<file path="src/sawfr_pkg.sv">
// Package for the stop-and-wait frame receiver.
// Holds the status codes, frame layout constants and the summary and result types.
// No dependencies.
`timescale 1ns / 1ps

package sawfr_pkg;

   localparam logic [7:0] MAX_FRAME      = 8'd200;
   localparam logic [7:0] MIN_FRAME      = 8'd7;
   localparam logic [8:0] OVERHEAD_BYTES = 9'd7;

   localparam logic [7:0] POS_TYPE    = 8'd0;
   localparam logic [7:0] POS_SEQ_LO  = 8'd1;
   localparam logic [7:0] POS_SEQ_HI  = 8'd2;
   localparam logic [7:0] POS_EOP     = 8'd3;
   localparam logic [7:0] POS_LENGTH  = 8'd4;

   localparam int QUEUE_DEPTH = 2;
   localparam int QPTR_W      = 1;
   localparam int QCNT_W      = 2;

   typedef enum logic [2:0] {
      ST_ACCEPT = 3'd0,
      ST_DUP    = 3'd1,
      ST_CHECK  = 3'd2,
      ST_TYPE   = 3'd3,
      ST_LENGTH = 3'd4
   } status_type;

   typedef struct packed {
      logic        size_bad;
      logic        check_bad;
      logic        len_bad;
      logic [7:0]  type_byte;
      logic [15:0] frame_seq;
      logic        end_of_packet;
      logic [7:0]  payload_length;
   } summary_type;

   typedef struct packed {
      status_type  status;
      logic [15:0] frame_seq;
      logic        end_of_packet;
      logic [7:0]  payload_length;
      logic        send_ack;
   } result_type;

endpackage

</file>
<file path="src/stop_and_wait_frame_receiver.sv">
// Stop-and-wait frame receiver: the top level.
// Uses sawfr_front, sawfr_queue, sawfr_back and sawfr_pkg.
// Takes one frame byte per cycle on req_ while req_tready is high and gives one
// status item per frame on rsp_, registered in the back end after the queue. The
// front end folds and captures each byte as it is taken; a two-entry summary
// queue lets the front keep taking bytes while the output is stalled, and
// req_tready drops only when the queue is full. The user must write the data type
// code register on csr_ only while no frame is in flight; unchecked by the block.
`timescale 1ns / 1ps

module stop_and_wait_frame_receiver (
   input  logic        clock,
   input  logic        reset,
   input  logic        req_tvalid,
   output logic        req_tready,
   input  logic [7:0]  req_tdata,    // [7:0] frame_byte
   input  logic        req_tlast,    // last_byte
   output logic        rsp_tvalid,
   input  logic        rsp_tready,
   output logic [31:0] rsp_tdata,    // [2:0] status, [18:3] frame_seq,
                                     // [19] end_of_packet, [27:20] payload_length,
                                     // [28] send_ack, [31:29] zero
   input  logic        csr_valid,
   output logic        csr_ready,
   input  logic [7:0]  csr_wdata
);
   import sawfr_pkg::*;

   logic [7:0]  type_code_ff, type_code_in;
   logic        push;
   summary_type push_data;
   summary_type head;
   logic        empty;
   logic        full;
   logic        pop;
   result_type  result;

   assign csr_ready  = 1'b1;
   assign req_tready = !full;

   always_comb begin
      type_code_in = type_code_ff;
      if (csr_valid && csr_ready) begin
         type_code_in = csr_wdata;
      end
   end

   always_ff @(posedge clock) begin
      if (reset) begin
         type_code_ff <= '0;
      end else begin
         type_code_ff <= type_code_in;
      end
   end

   sawfr_front u_front (
      .clock      (clock),
      .reset      (reset),
      .in_valid   (req_tvalid),
      .in_ready   (req_tready),
      .frame_byte (req_tdata),
      .last_byte  (req_tlast),
      .push       (push),
      .push_data  (push_data)
   );

   sawfr_queue u_queue (
      .clock     (clock),
      .reset     (reset),
      .push      (push),
      .push_data (push_data),
      .pop       (pop),
      .head      (head),
      .empty     (empty),
      .full      (full)
   );

   sawfr_back u_back (
      .clock          (clock),
      .reset          (reset),
      .data_type_code (type_code_ff),
      .head           (head),
      .empty          (empty),
      .pop            (pop),
      .out_valid      (rsp_tvalid),
      .out_ready      (rsp_tready),
      .out_data       (result)
   );

   assign rsp_tdata = {3'b000, result.send_ack, result.payload_length,
                       result.end_of_packet, result.frame_seq, result.status};

endmodule

</file>
<file path="src/sawfr_front.sv">
// Front end: accepts frame bytes, folds the check lanes and captures header fields.
// Pushes one frame summary at each last byte. Depends on sawfr_pkg.
`timescale 1ns / 1ps

module sawfr_front (
   input  logic                 clock,
   input  logic                 reset,
   input  logic                 in_valid,
   input  logic                 in_ready,
   input  logic [7:0]           frame_byte,
   input  logic                 last_byte,
   output logic                 push,
   output sawfr_pkg::summary_type push_data
);
   import sawfr_pkg::*;

   logic [7:0]  pos_ff, pos_in, upd_pos;
   logic [7:0]  even_ff, even_in, upd_even;
   logic [7:0]  odd_ff, odd_in, upd_odd;
   logic [7:0]  type_ff, type_in, upd_type;
   logic [15:0] seq_ff, seq_in, upd_seq;
   logic        eop_ff, eop_in, upd_eop;
   logic [7:0]  len_ff, len_in, upd_len;
   logic        over_ff, over_in, upd_over;
   logic [7:0]  prev_ff, prev_in, upd_prev;
   logic        accept;
   logic        taken;
   logic [7:0]  pair_xor;

   assign accept   = in_valid & in_ready;
   assign taken    = pos_ff < MAX_FRAME;
   assign pair_xor = prev_ff ^ frame_byte;

   always_comb begin
      upd_pos  = pos_ff;
      upd_even = even_ff;
      upd_odd  = odd_ff;
      upd_type = type_ff;
      upd_seq  = seq_ff;
      upd_eop  = eop_ff;
      upd_len  = len_ff;
      upd_over = over_ff;
      upd_prev = prev_ff;
      if (!taken) begin
         upd_over = 1'b1;
      end else begin
         if (pos_ff[0] == 1'b0) begin
            upd_even = even_ff ^ frame_byte;
         end else begin
            upd_odd = odd_ff ^ frame_byte;
         end
         if (pos_ff == POS_TYPE) begin
            upd_type = frame_byte;
         end
         if (pos_ff == POS_SEQ_LO) begin
            upd_seq = {seq_ff[15:8], frame_byte};
         end
         if (pos_ff == POS_SEQ_HI) begin
            upd_seq = {frame_byte, seq_ff[7:0]};
         end
         if (pos_ff == POS_EOP) begin
            upd_eop = frame_byte != 8'd0;
         end
         if (pos_ff == POS_LENGTH) begin
            upd_len = frame_byte;
         end
         upd_prev = frame_byte;
         upd_pos  = pos_ff + 8'd1;
      end
   end

   always_comb begin
      push_data.size_bad       = upd_over | (upd_pos < MIN_FRAME);
      if (pos_ff[0] == 1'b0) begin
         push_data.check_bad = !((upd_even == pair_xor) && (upd_odd == pair_xor));
      end else begin
         push_data.check_bad = !((upd_even == 8'd0) && (upd_odd == 8'd0));
      end
      push_data.len_bad        = ({1'b0, upd_len} + OVERHEAD_BYTES) != {1'b0, upd_pos};
      push_data.type_byte      = upd_type;
      push_data.frame_seq      = upd_seq;
      push_data.end_of_packet  = upd_eop;
      push_data.payload_length = upd_len;
   end

   assign push = accept & last_byte;

   always_comb begin
      pos_in  = pos_ff;
      even_in = even_ff;
      odd_in  = odd_ff;
      type_in = type_ff;
      seq_in  = seq_ff;
      eop_in  = eop_ff;
      len_in  = len_ff;
      over_in = over_ff;
      prev_in = prev_ff;
      if (accept && last_byte) begin
         pos_in  = '0;
         even_in = '0;
         odd_in  = '0;
         type_in = '0;
         seq_in  = '0;
         eop_in  = 1'b0;
         len_in  = '0;
         over_in = 1'b0;
         prev_in = '0;
      end else if (accept) begin
         pos_in  = upd_pos;
         even_in = upd_even;
         odd_in  = upd_odd;
         type_in = upd_type;
         seq_in  = upd_seq;
         eop_in  = upd_eop;
         len_in  = upd_len;
         over_in = upd_over;
         prev_in = upd_prev;
      end
   end

   always_ff @(posedge clock) begin
      if (reset) begin
         pos_ff  <= '0;
         even_ff <= '0;
         odd_ff  <= '0;
         type_ff <= '0;
         seq_ff  <= '0;
         eop_ff  <= 1'b0;
         len_ff  <= '0;
         over_ff <= 1'b0;
         prev_ff <= '0;
      end else begin
         pos_ff  <= pos_in;
         even_ff <= even_in;
         odd_ff  <= odd_in;
         type_ff <= type_in;
         seq_ff  <= seq_in;
         eop_ff  <= eop_in;
         len_ff  <= len_in;
         over_ff <= over_in;
         prev_ff <= prev_in;
      end
   end

endmodule

</file>
<file path="src/sawfr_queue.sv">
// Two-entry queue of frame summaries between the front and back ends.
// Depends on sawfr_pkg.
`timescale 1ns / 1ps

module sawfr_queue (
   input  logic                   clock,
   input  logic                   reset,
   input  logic                   push,
   input  sawfr_pkg::summary_type push_data,
   input  logic                   pop,
   output sawfr_pkg::summary_type head,
   output logic                   empty,
   output logic                   full
);
   import sawfr_pkg::*;

   summary_type              entry_ff [QUEUE_DEPTH];
   logic [QPTR_W-1:0]        wr_ptr_ff, wr_ptr_in;
   logic [QPTR_W-1:0]        rd_ptr_ff, rd_ptr_in;
   logic [QCNT_W-1:0]        count_ff, count_in;

   assign empty = count_ff == '0;
   assign full  = count_ff == QCNT_W'(QUEUE_DEPTH);
   assign head  = entry_ff[rd_ptr_ff];

   always_comb begin
      wr_ptr_in = wr_ptr_ff;
      rd_ptr_in = rd_ptr_ff;
      count_in  = count_ff;
      if (push) begin
         wr_ptr_in = wr_ptr_ff + QPTR_W'(1);
      end
      if (pop) begin
         rd_ptr_in = rd_ptr_ff + QPTR_W'(1);
      end
      unique case ({push, pop})
         2'b10:   count_in = count_ff + QCNT_W'(1);
         2'b01:   count_in = count_ff - QCNT_W'(1);
         default: count_in = count_ff;
      endcase
   end

   always_ff @(posedge clock) begin
      if (reset) begin
         wr_ptr_ff <= '0;
         rd_ptr_ff <= '0;
         count_ff  <= '0;
      end else begin
         wr_ptr_ff <= wr_ptr_in;
         rd_ptr_ff <= rd_ptr_in;
         count_ff  <= count_in;
      end
   end

   always_ff @(posedge clock) begin
      if (push) begin
         entry_ff[wr_ptr_ff] <= push_data;
      end
   end

`ifndef SYNTHESIS
   a_no_overflow: assert property (@(posedge clock) disable iff (reset) push |-> !full)
      else $error("push into full queue");
   a_no_underflow: assert property (@(posedge clock) disable iff (reset) pop |-> !empty)
      else $error("pop from empty queue");
   a_count_range: assert property (@(posedge clock) disable iff (reset)
      count_ff <= QCNT_W'(QUEUE_DEPTH))
      else $error("queue count out of range");
`endif

endmodule

</file>
<file path="src/sawfr_back.sv">
// Back end: grades each frame summary, tracks the expected sequence number
// and holds the status item for the output. Depends on sawfr_pkg.
`timescale 1ns / 1ps

module sawfr_back (
   input  logic                   clock,
   input  logic                   reset,
   input  logic [7:0]             data_type_code,
   input  sawfr_pkg::summary_type head,
   input  logic                   empty,
   output logic                   pop,
   output logic                   out_valid,
   input  logic                   out_ready,
   output sawfr_pkg::result_type  out_data
);
   import sawfr_pkg::*;

   logic [15:0] expected_ff, expected_in;
   logic        valid_ff, valid_in;
   result_type  result_ff, result_in;
   status_type  status;
   logic        load;

   assign load = !empty && (!valid_ff || out_ready);
   assign pop  = load;

   always_comb begin
      priority if (head.size_bad) begin
         status = ST_LENGTH;
      end else if (head.check_bad) begin
         status = ST_CHECK;
      end else if (head.type_byte != data_type_code) begin
         status = ST_TYPE;
      end else if (head.len_bad) begin
         status = ST_LENGTH;
      end else if (head.frame_seq == expected_ff) begin
         status = ST_ACCEPT;
      end else begin
         status = ST_DUP;
      end
   end

   always_comb begin
      result_in.status         = status;
      result_in.frame_seq      = head.frame_seq;
      result_in.end_of_packet  = head.end_of_packet;
      result_in.payload_length = head.payload_length;
      result_in.send_ack       = (status == ST_ACCEPT) || (status == ST_DUP);
   end

   always_comb begin
      expected_in = expected_ff;
      valid_in    = valid_ff;
      if (load) begin
         valid_in = 1'b1;
         if (status == ST_ACCEPT) begin
            expected_in = expected_ff + 16'd1;
         end
      end else if (out_ready) begin
         valid_in = 1'b0;
      end
   end

   always_ff @(posedge clock) begin
      if (reset) begin
         expected_ff <= '0;
         valid_ff    <= 1'b0;
      end else begin
         expected_ff <= expected_in;
         valid_ff    <= valid_in;
      end
   end

   always_ff @(posedge clock) begin
      if (load) begin
         result_ff <= result_in;
      end
   end

   assign out_valid = valid_ff;
   assign out_data  = result_ff;

`ifndef SYNTHESIS
   a_ack_match: assert property (@(posedge clock) disable iff (reset)
      out_valid |-> (out_data.send_ack ==
         ((out_data.status == ST_ACCEPT) || (out_data.status == ST_DUP))))
      else $error("send_ack disagrees with status");
   a_seq_advance: assert property (@(posedge clock) disable iff (reset)
      (load && (status == ST_ACCEPT)) |=> expected_ff == $past(expected_ff) + 16'd1)
      else $error("expected sequence did not advance");
   a_size_length: assert property (@(posedge clock) disable iff (reset)
      (load && head.size_bad) |=> out_data.status == ST_LENGTH)
      else $error("short or long frame not graded as bad length");
`endif

endmodule
</file>
<file path="config.mk">
export PLATFORM = sky130hd
export DESIGN_NAME = stop_and_wait_frame_receiver
export DESIGN_NICKNAME = d
export VERILOG_FILES = /design/src/sawfr_pkg.sv /design/src/stop_and_wait_frame_receiver.sv /design/src/sawfr_front.sv /design/src/sawfr_queue.sv /design/src/sawfr_back.sv
export SDC_FILE = /design/constraint.sdc
export NUM_CORES = 1
export LEC_CHECK = 0
export BUFFER_PORTS_ARGS = -buffer_cell sky130_fd_sc_hd__buf_2
export CORE_UTILIZATION = 54
export DETAILED_ROUTE_END_ITERATION = 8
export GPL_ROUTABILITY_DRIVEN = 0
export HOLD_SLACK_MARGIN = 0.02
export PLACE_DENSITY = 0.74
export SETUP_SLACK_MARGIN = 0.3
export SYNTH_ARGS = -nofsm -noshare
export SYNTH_HDL_FRONTEND = slang
export SYNTH_SLANG_ARGS = --single-unit
</file>
<file path="constraint.sdc">
create_clock -name clock -period 3.3 [get_ports clock]
set_input_delay 0.165 -clock clock [delete_from_list [all_inputs] [get_ports clock]]
set_output_delay 0.165 -clock clock [all_outputs]
set_load 0.1 [all_outputs]
</file>
Word-level counts from Yosys, hierarchy flattened

Memory sizes are Yosys's and may differ from the RTL's. A register that Yosys moved wholly into a read port is not among the register bits.
Index checks and enable logic that the tools add are counted.

$add $sub $neg: 7
$lt $le $gt $ge: 2
Equal/unequal tests: 13
Muxes and demuxes: 28
Bitwise gates (word level): 6
Reductions and logical operators: 22

Operator list:

| kind                                                                          | number |
|---|---|
| 8-bit 2-to-1 mux                                                              | 10 |
| 16-bit 2-to-1 mux                                                             | 2 |
| 8-bit logical NOT                                                             | 3 |
| 8-bit XOR                                                                     | 3 |
| 16-bit by 1-bit adder with 16-bit output (second input constant)              | 1 |
| 16-bit == test                                                                | 1 |
| 8-bit by 2-bit == test with 1-bit output (second input constant)              | 2 |
| 8-bit == test                                                                 | 2 |
| 3-bit 2-to-1 mux                                                              | 4 |
| 1-bit 2-to-1 mux                                                              | 11 |
| 8-bit by 3-bit adder with 9-bit output (second input constant)                | 1 |
| 9-bit by 8-bit != test with 1-bit output                                      | 1 |
| 8-bit by 1-bit adder with 8-bit output (second input constant)                | 1 |
| 8-bit by 1-bit == test with 1-bit output (second input constant)              | 1 |
| 8-bit by 3-bit == test with 1-bit output (second input constant)              | 1 |
| 8-bit by 3-bit less-than comparator with 1-bit output (second input constant) | 1 |
| 8-bit less-than comparator (second input constant)                            | 1 |
| 8-bit != test                                                                 | 1 |
| 8-bit nonzero test                                                            | 1 |
| 1-bit logical NOT                                                             | 5 |
| 2-bit == test (second input constant)                                         | 2 |
| 1-bit logical AND                                                             | 4 |
| 2-bit one-hot mux with 2 select lines                                         | 1 |
| 2-bit AND reduction                                                           | 2 |
| 12 further kinds                                                              | 16 |

Register bits: 124
Bits in writable memories: 72
Output and inout port bits: 35
Logic and storage cells: 99
Memories kept: 1

Memory list:

| memory           | depth | bits a word | read ports | clocked after Yosys merged registers in | wr ports | line              | RTL |
|---|---|---|---|---|---|---|---|
| u_queue.entry_ff | 2     | 36          | 1          | 1                                       | 1        | sawfr_queue.sv:17 | `summary_type entry_ff [QUEUE_DEPTH];` |

Longest topological paths before layout

Gate-level depths: netlist of the first run.

Depth after elaboration: 8
Depth in mapped cells: 10
Gate-level depth less buffers: 9

Modules after synthesis

A second synthesis of the first run with hierarchy kept.

Cells, all modules: 949
Area, all modules: 9,680.5 µm²

Modules (own cells, without submodules):

| module                       | instances | cells an instance | area an instance (µm²) |
|---|---|---|---|
| sawfr_front                  | 1         | 605               | 4,456.8 |
| sawfr_queue                  | 1         | 134               | 2,792.7 |
| sawfr_back                   | 1         | 177               | 2,104.5 |
| stop_and_wait_frame_receiver | 1         | 33                | 326.6 |

Worst setup path after synthesis of the first run

No wires, ideal clock.

Kind: reg-to-reg
Start point: reg u_queue.count_ff[0]
End point: mem u_queue.entry_ff[0][0] (netlist name), enable pin
Data arrival time: 3,283 ps
Setup slack: -412 ps
Stages on the path, launching flop included: 6
Buffers on the path: 1
Clock period less this slack: 3,712 ps
Path through: dfxtp_1 -> nand2b_1 -> and2_1 -> clkbuf_1 -> nand2_1 -> nor2_1

Word-level cells in the longest chain between the ends: 6

Ends and longest elaborated chain:

| what                                   | line                               | RTL |
|---|---|---|
| start, declared                        | sawfr_queue.sv:20                  | `logic [QCNT_W-1:0] count_ff, count_in;` |
| start signal, assigned                 | sawfr_queue.sv:51                  | `count_ff <= count_in;` |
| 2-bit == test                          | sawfr_queue.sv:23                  | `assign full = count_ff == QCNT_W'(QUEUE_DEPTH);` |
| 1-bit logical NOT                      | stop_and_wait_frame_receiver.sv:39 | `assign req_tready = !full;` |
| named net req_tready                   | stop_and_wait_frame_receiver.sv:15 | `output logic req_tready,` |
| 1-bit bitwise AND                      | sawfr_front.sv:30                  | `assign accept = in_valid & in_ready;` |
| 1-bit bitwise AND                      | sawfr_front.sv:86                  | `assign push = accept & last_byte;` |
| 1-bit 2-to-1 mux                       | sawfr_queue.sv:56                  | `if (push) begin` |
| 1-bit 2-to-1 mux (implied by the code) | sawfr_queue.sv:57                  | `entry_ff[wr_ptr_ff] <= push_data;` |
| end, declared                          | sawfr_queue.sv:17                  |  |

The timed path passes the listed nets, and every way through them passes these cells.

==> results of run 1 <==
critical path: stages (launching register included):
cell and delay [ps]:
dfxtp_1 540, o311a_1 560, o32ai_1 170, nor4b_1 410, o2111ai_1 160, a2111oi_0 430, nand4_1 140, o31a_1 180
flip-flops by register name, indices dropped and copies added, names as in the netlist, named ones only:
name                count
u_queue.entry_ff       72
u_back.out_data        29
u_back.expected_ff     16
u_front.seq_ff         16
type_code_ff            8
u_front.even_ff         8
u_front.len_ff          8
u_front.odd_ff          8
u_front.pos_ff          8
u_front.prev_ff         8
u_front.type_ff         8
u_queue.count_ff        2
u_back.out_valid        1
u_front.eop_ff          1
u_front.over_ff         1
u_queue.rd_ptr_ff       1
u_queue.wr_ptr_ff       1
cells by family after synthesis:
kind of cell    count (synthesis)  share of synthesized area
mux                            99                     0.1169
fa+ha+maj                       7                   0.009323
simple gates                  299                     0.1597
buf+inv                        78                    0.03649
xor+xnor                       86                    0.08018
flops                         197                     0.5274
other cells                     2                  0.0007994
compound gates                100                    0.06913
cells in the final DEF, fill, tap and decap left out, types with 6 or more instances in the layout:
master         count
and3_1            11
inv_1             18
nor2b_1           10
edfxtp_1         101
buf_4             17
a21oi_1           31
a211oi_1           8
clkbuf_16         17
nand3b_1           6
nand2_1           66
nor3_1            19
o32ai_1            6
nand3_1           11
nor4_2             6
dfxtp_1           94
mux2_2            40
xor2_1            51
nand2b_1           6
mux2_1             6
a31oi_1            7
mux2_4            10
nand4_1           15
o21ai_0           19
buf_2             52
nor2_1           111
ha_1               7
xnor2_1           35
mux2i_1           41
dlygate4sd3_1      8
through the flow:
stage               power [W]  setup slack [ps]  area (sq um)
finish               0.008073             422.7         10460
global route         0.008402             310.7         10460
CTS                  0.008102             483.5         10440
detailed placement   0.006154             311.0          9803
global placement     0.006110             409.2          9803
floorplan            0.005655             361.8          9410
cell type report:
cell class / count / area, sq um
fill: 1365 / 6297
sequential: 197 / 4960
multi-input combinational: 595 / 4135
clock buffer: 23 / 488.0
timing repair buffer: 77 / 467.9
tap: 220 / 275.3
clock inverter: 9 / 68.82
inverter: 18 / 67.56
how the worst max path moves through the flow:
stage / startpoint / endpoint / slack (ps)
final: u_front.pos_ff[4] / u_queue.entry_ff[0][34] / 420
after global routing: register / u_back.expected_ff[5] / 310
after CTS: u_front.pos_ff[4] / u_queue.entry_ff[1][34] / 480
after detailed placement: register / u_back.expected_ff[4] / 310
after global placement: register / u_back.expected_ff[5] / 410
after floorplan: u_queue.count_ff[0] / u_queue.entry_ff[1][0] / 360
repair_timing:
item,CTS,global route
resized for setup,1,6
hold buffers,8,0
setup endpoints to repair,2,2
setup buffers,0,0
hold endpoints to repair,8,0
report_power, final:
group          leakage [nW]  internal (W)  switching, W
combinational          2.06      0.000768       0.00206
clock                 0.273       0.00106      0.000904
sequential             1.71       0.00304      0.000248
per-layer routing:
layer / vias to the layer above / part of all wire
met1: 3098 / 0.47
met4: 0 / 0.013
li1: 3151 / -
met2: 174 / 0.47
met3: 22 / 0.050
met5: - / 0
==> results by group, run 1 <==
Status
  – Status: completed

Worst hold path
  – Hold Path End: u_back.out_valid
  – Hold path cells: 3
  – Hold path start: rsp_tready
  – Hold Path Class: in2reg

STA
  – Hold slack: 35.14 ps
  – Skew final: 10.72 ps
  – Slew HR: 0.4015
  – Setup_tns: 0 ps
  – Worst-Margin Slew: 897.8 ps
  – Fmax: 0.3475 GHz
  – Final setup viols: 0
  – Max Slew Vio Count: 0
  – Crit path time final: approximately 2900 ps
  – RSZ-0062 raised after global routing: false
  – Fin. Hold Viols: 0
  – Period utilization: 0.8719

Global route
  – First-pass GRT wire length: 31.28 mm
  – Global-route met1 utilization: 0.3071
  – Largest net degree at the start of global routing: 38
  – Initial antenna violation count: 0
  – Vias in the first global route: 5945
  – Grt ovf: 0
  – Busiest layer in global routing: met2
  – GR met2 Demand/Resource: 0.3656
  – Met3 usage: 0.04762
  – GR Util All Layers: 0.2269

Clock tree
  – CTS H-tree depth: 4
  – TritonCTS Buffers: 17
  – Clock transition at path regs: roughly 70 ps
  – Clk root buf: clkbuf_16
  – CTS sink cnt: around 200
  – Clock Path Buffers: 2
  – Worst-Skew Late Latency: 430 ps
  – CTS tree: built

Logic synthesis
  – Cell Area, Synth: approximately 9400 sq um
  – Post-Syn Area per Cell: 10.82 sq um
  – Number of synthesized flops with an enable pin: roughly 100
  – Post-synth ARST share: 0
  – Synth top area share: 0.3229
  – Sequential fraction of the synthesis area: 0.5274
  – Yosys top cell by area: edfxtp_1
  – Most frequent cell after synthesis: nor2_1
  – Yosys cell types: 64
  – Ranking of synthesized cells by area: edfxtp_1 (32%), dfxtp_1 (20%), mux2_2 (4.8%)
  – Commonest cells in the netlist: nor2_1 (112), edfxtp_1 (101), dfxtp_1 (96), nand2_1 (66), xor2_1 (51)
  – Synth Flop Type: edfxtp_1
  – Synthesis Warnings: 0
  – Seq cells post-synth: 197
  – Post-Syn Instances: 868

Die
  – Die width: between 100 and 150 um
  – CORE AREA: between 15000 and 20000 sq um
  – Rows: 47
  – Die area: 17930 sq um
  – Die Y: about 130 um
  – Starting Density: 0.5605
  – Number of I/O pins: 57

Drt
  – Vias post-DR: 6445
  – ANT nets after route: 0
  – Via density: 5.658
  – Initial DRT Pass Iterations: 5
  – Initial DRC count: 369
  – Final WL: 19.37 mm
  – DRC viols: 0
  – Wire length per cell: 17.00 um

Setup path
  – Setup crit start kind: register
  – CP Max Fanout: 12
  – R2r setup slk: 420 ps
  – Worst EP arrival: 3030 ps
  – R2R Path Start: u_front.pos_ff[4]
  – Crit Path Category: reg2reg
  – Critical path capture point type: register
  – Reg-to-reg endpoint: u_queue.entry_ff[0][34]
  – Worst Path Required: 3460 ps
  – Worst-case reg-to-reg path depth: 7

Place
  – Post-Place Cells: 1099
  – Port bufs: 52
  – Final HPWL DP: roughly 13 mm

Layout
  – Post-Layout Cell Count: 1139
  – Area grow syn2layout: 11.37%
  – Post-Route Utilization: 0.6243
  – Antenna diodes: 0
  – Nets@finish: just over 900
  – Share of cells above drive strength 1: 0.1850

Pwr
  – Worst vdd ir: roughly 0.75 mV
  – Power per cell area: 771.6 nW/um^2
  – Leak Pwr: 4.045 nW

Flow run
  – Max Cap Viol: 0
No activity file was read; power rests on OpenSTA's default activity.
==> run 2, diff against run 1 <==
--- a/config.mk
+++ b/config.mk
@@ -6,11 +6,11 @@
 export NUM_CORES = 1
 export LEC_CHECK = 0
 export BUFFER_PORTS_ARGS = -buffer_cell sky130_fd_sc_hd__buf_2
-export CORE_UTILIZATION = 54
+export CORE_UTILIZATION = 40
 export DETAILED_ROUTE_END_ITERATION = 8
 export GPL_ROUTABILITY_DRIVEN = 0
 export HOLD_SLACK_MARGIN = 0.02
-export PLACE_DENSITY = 0.74
+export PLACE_DENSITY = 0.58
 export SETUP_SLACK_MARGIN = 0.3
 export SYNTH_ARGS = -nofsm -noshare
 export SYNTH_HDL_FRONTEND = slang
==> run 2 against run 1 <==
Net effect: combinational power is 3% higher; setup slack better by 87 ps; register-to-register slack improved by 90 ps; clock-buffer cell count is 2 lower; routed wire length grew 5.2%; critical path type unchanged; largest cell class unchanged.
==> results by group, run 2 (synthesized netlist as in run 1, its figures left out) <==
Place
  – Placed cell area: 9955 sq um (+1.5%)
  – Pre-CTS setup slack: 323.7 ps (+12.68 ps)
  – Final HPWL DP: 13.53 mm (+4.6%)
  – Port bufs: 52 (unchanged)

Global route
  – First-pass GRT wire length: 32.61 mm (+4.3%)
  – Vias in the first global route: 6077 (+2.2%)
  – Grt ovf: 0 (unchanged)
  – GR Util All Layers: 0.1752 (-0.05167)
  – Initial antenna violation count: 2 (+2)
  – Largest net degree at the start of global routing: 67 (+76%)

Setup path
  – Crit-path most repeated cell: buf_4
  – Worst setup path endpoint: u_back.expected_ff[5]
  – CP Max Fanout: 16 (+4)
  – R2r setup slk: 510 ps (+90 ps)
  – CP Cell Sequence: buf_4 -> mux2i_1 -> xnor2_1 -> nor4_2 -> nand4b_1 -> nor3_2 -> buf_4 -> or3b_1 -> a21oi_1
  – Slowest Stage Delay on Critical Path: 520 ps (-40 ps)
  – Reg-to-reg endpoint: u_back.expected_ff[5]
  – Worst-case reg-to-reg path depth: 9 (+2)
  – Crit Path Category: reg2reg
  – Worst Path Required: 3670 ps (+210 ps)
  – Setup crit start kind: register
  – Worst EP arrival: 3160 ps (+130 ps)
  – Crit path max-delay cell type: dfxtp_4
  – Critical path capture point type: register

Pwr
  – Worst vdd ir: 0.4256 mV (-43%)
  – Leak Pwr: 4.082 nW (+0.92%)
  – Power per cell area: 772.2 nW/um^2 (about the same)

Layout
  – Most frequent cells in the layout: nor2_1 (111), edfxtp_1 (101), dfxtp_1 (94)
  – Post-Route Utilization: 0.4675 (-0.1568)
  – Largest register by flop count: u_queue.entry_ff
  – Nets@finish: 938 (+0.32%)
  – Share of cells above drive strength 1: 0.1952 (+0.01024)
  – Cell area after layout: 10680 sq um (+2.1%)
  – Area grow syn2layout: 13.69%
  – Max reg flops: 72 (unchanged)
  – Commonest non-fill, non-tap cell in the layout: nor2_1

Drt
  – Initial DRC count: 465 (+26%)
  – Initial DRT Pass Iterations: 4 (-1)
  – Wire length per cell: 16.48 um (-3.0%)
  – DRC viols: 0 (unchanged)
  – Final WL: 20.38 mm (+5.2%)
  – ANT nets after route: 0 (unchanged)
  – Vias post-DR: 6395 (-0.78%)
  – Via density: 5.174 (-8.6%)

STA
  – Hold slack: 157.0 ps (+121.9 ps)
  – Setup ws final: 509.9 ps (+87.19 ps)
  – Skew final: 15.06 ps (+4.347 ps)
  – Setup_tns: 0 ps (unchanged)
  – Crit path time final: 2790 ps (-87.19 ps)
  – Period utilization: 0.8455 (-0.02642)
  – Final setup viols: 0 (unchanged)
  – Fmax: 0.3584 GHz (+3.1%)
  – Max Slew Vio Count: 0 (unchanged)
  – RSZ-0062 raised after global routing: false
  – Fin. Hold Viols: 0 (unchanged)
  – Slew HR: 0.3921 (-0.009342)
  – Worst-Margin Slew: 911.8 ps (+14.01 ps)

Die
  – Die Y: 155.3 um (+16%)
  – CORE AREA: 22850 sq um (+36%)
  – Starting Density: 0.4112 (-0.1493)
  – Number of I/O pins: 57 (unchanged)
  – Rows: 55 (+17%)
  – Die width: 155.3 um (+16%)
  – Die area: 24100 sq um (+34%)

Clock tree
  – TritonCTS Buffers: 17 (unchanged)
  – Clock transition at path regs: 80 ps (about the same)
  – CTS H-tree depth: 4 (unchanged)
  – Clock Path Buffers: 2 (unchanged)
  – CTS tree: built
  – Clk root buf: clkbuf_16
  – Worst-Skew Late Latency: 430 ps (about the same)
  – CTS sink cnt: 197 (unchanged)

Status
  – Status: completed

Flow run
  – Max Cap Viol: 0 (unchanged)

Worst hold path
  – Hold Path Class: in2reg
==> run 2: layout make-up <==
cell class,count,area (sq um)
diodes,1,2.502
clock buffers,21,505.5
fillers,2136,12170
well taps,313,391.6
inverters,18,67.56
clock inverters,11,100.1
flip-flops and latches,197,4960
repair buffers,80,505.5
multi-input cells,595,4148
==> run 2: power breakdown <==
| group | switching [W] | internal (W) |
|---|---|---|
| logic | 0.00212 | 0.000788 |
| registers | 0.000202 | 0.00304 |
| clock network | 0.000968 | 0.00113 |
| total | 0.00329 | 0.00496 |
==> run 2: repair_timing <==
| item | in CTS | in global routing |
|---|---|---|
| endpoints found under the hold margin | 9 | 0 |
| hold buffers | 9 | 0 |
| setup endpoints to repair | 0 | 11 |
| buffers inserted | 0 | 0 |
| gates resized for setup | 0 | 10 |
==> run 2: worst min-delay path by stage <==
stage,start,depth (start not counted),slack [ps],endpoint
2_1_floorplan,csr_wdata[0],2,310,type_code_ff[0]
3_3_place_gp,csr_wdata[2],3,400,type_code_ff[2]
3_5_place_dp,csr_wdata[7],3,410,type_code_ff[7]
4_1_cts,csr_valid,3,150,type_code_ff[2]
5_1_grt,csr_valid,3,160,type_code_ff[2]
6_report,csr_valid,3,160,type_code_ff[2]
==> run 2: routing by layer <==
metal	wire, um	part of all wire	global-route usage	vias to the layer above
met3	902	0.044	0.04429	21
met5	13	0.00064	0	-
met4	197	0.0097	0.04342	2
met1	9924	0.49	0.2397	3076
met2	9337	0.46	0.2776	129
li1	-	-	-	3167
==> run 2: through the flow <==
step           std cells  total power (W)
5_1_grt             1235         0.008617
3_3_place_gp        1194         0.006163
6_report            1236         0.008248
3_5_place_dp        1194         0.006199
2_1_floorplan        870         0.005655
4_1_cts             1235         0.008300
==> run 2: worst max-delay path: cells and delay by family, from the launching register on <==
family                 cells  cell delay, ps
XOR/XNOR                   1             100
multiplexers               1             270
flip-flops                 1             520
AND/OR/NAND/NOR            4            1190
AO/OA/AOI/OAI              1             140
buffers and inverters      2             510
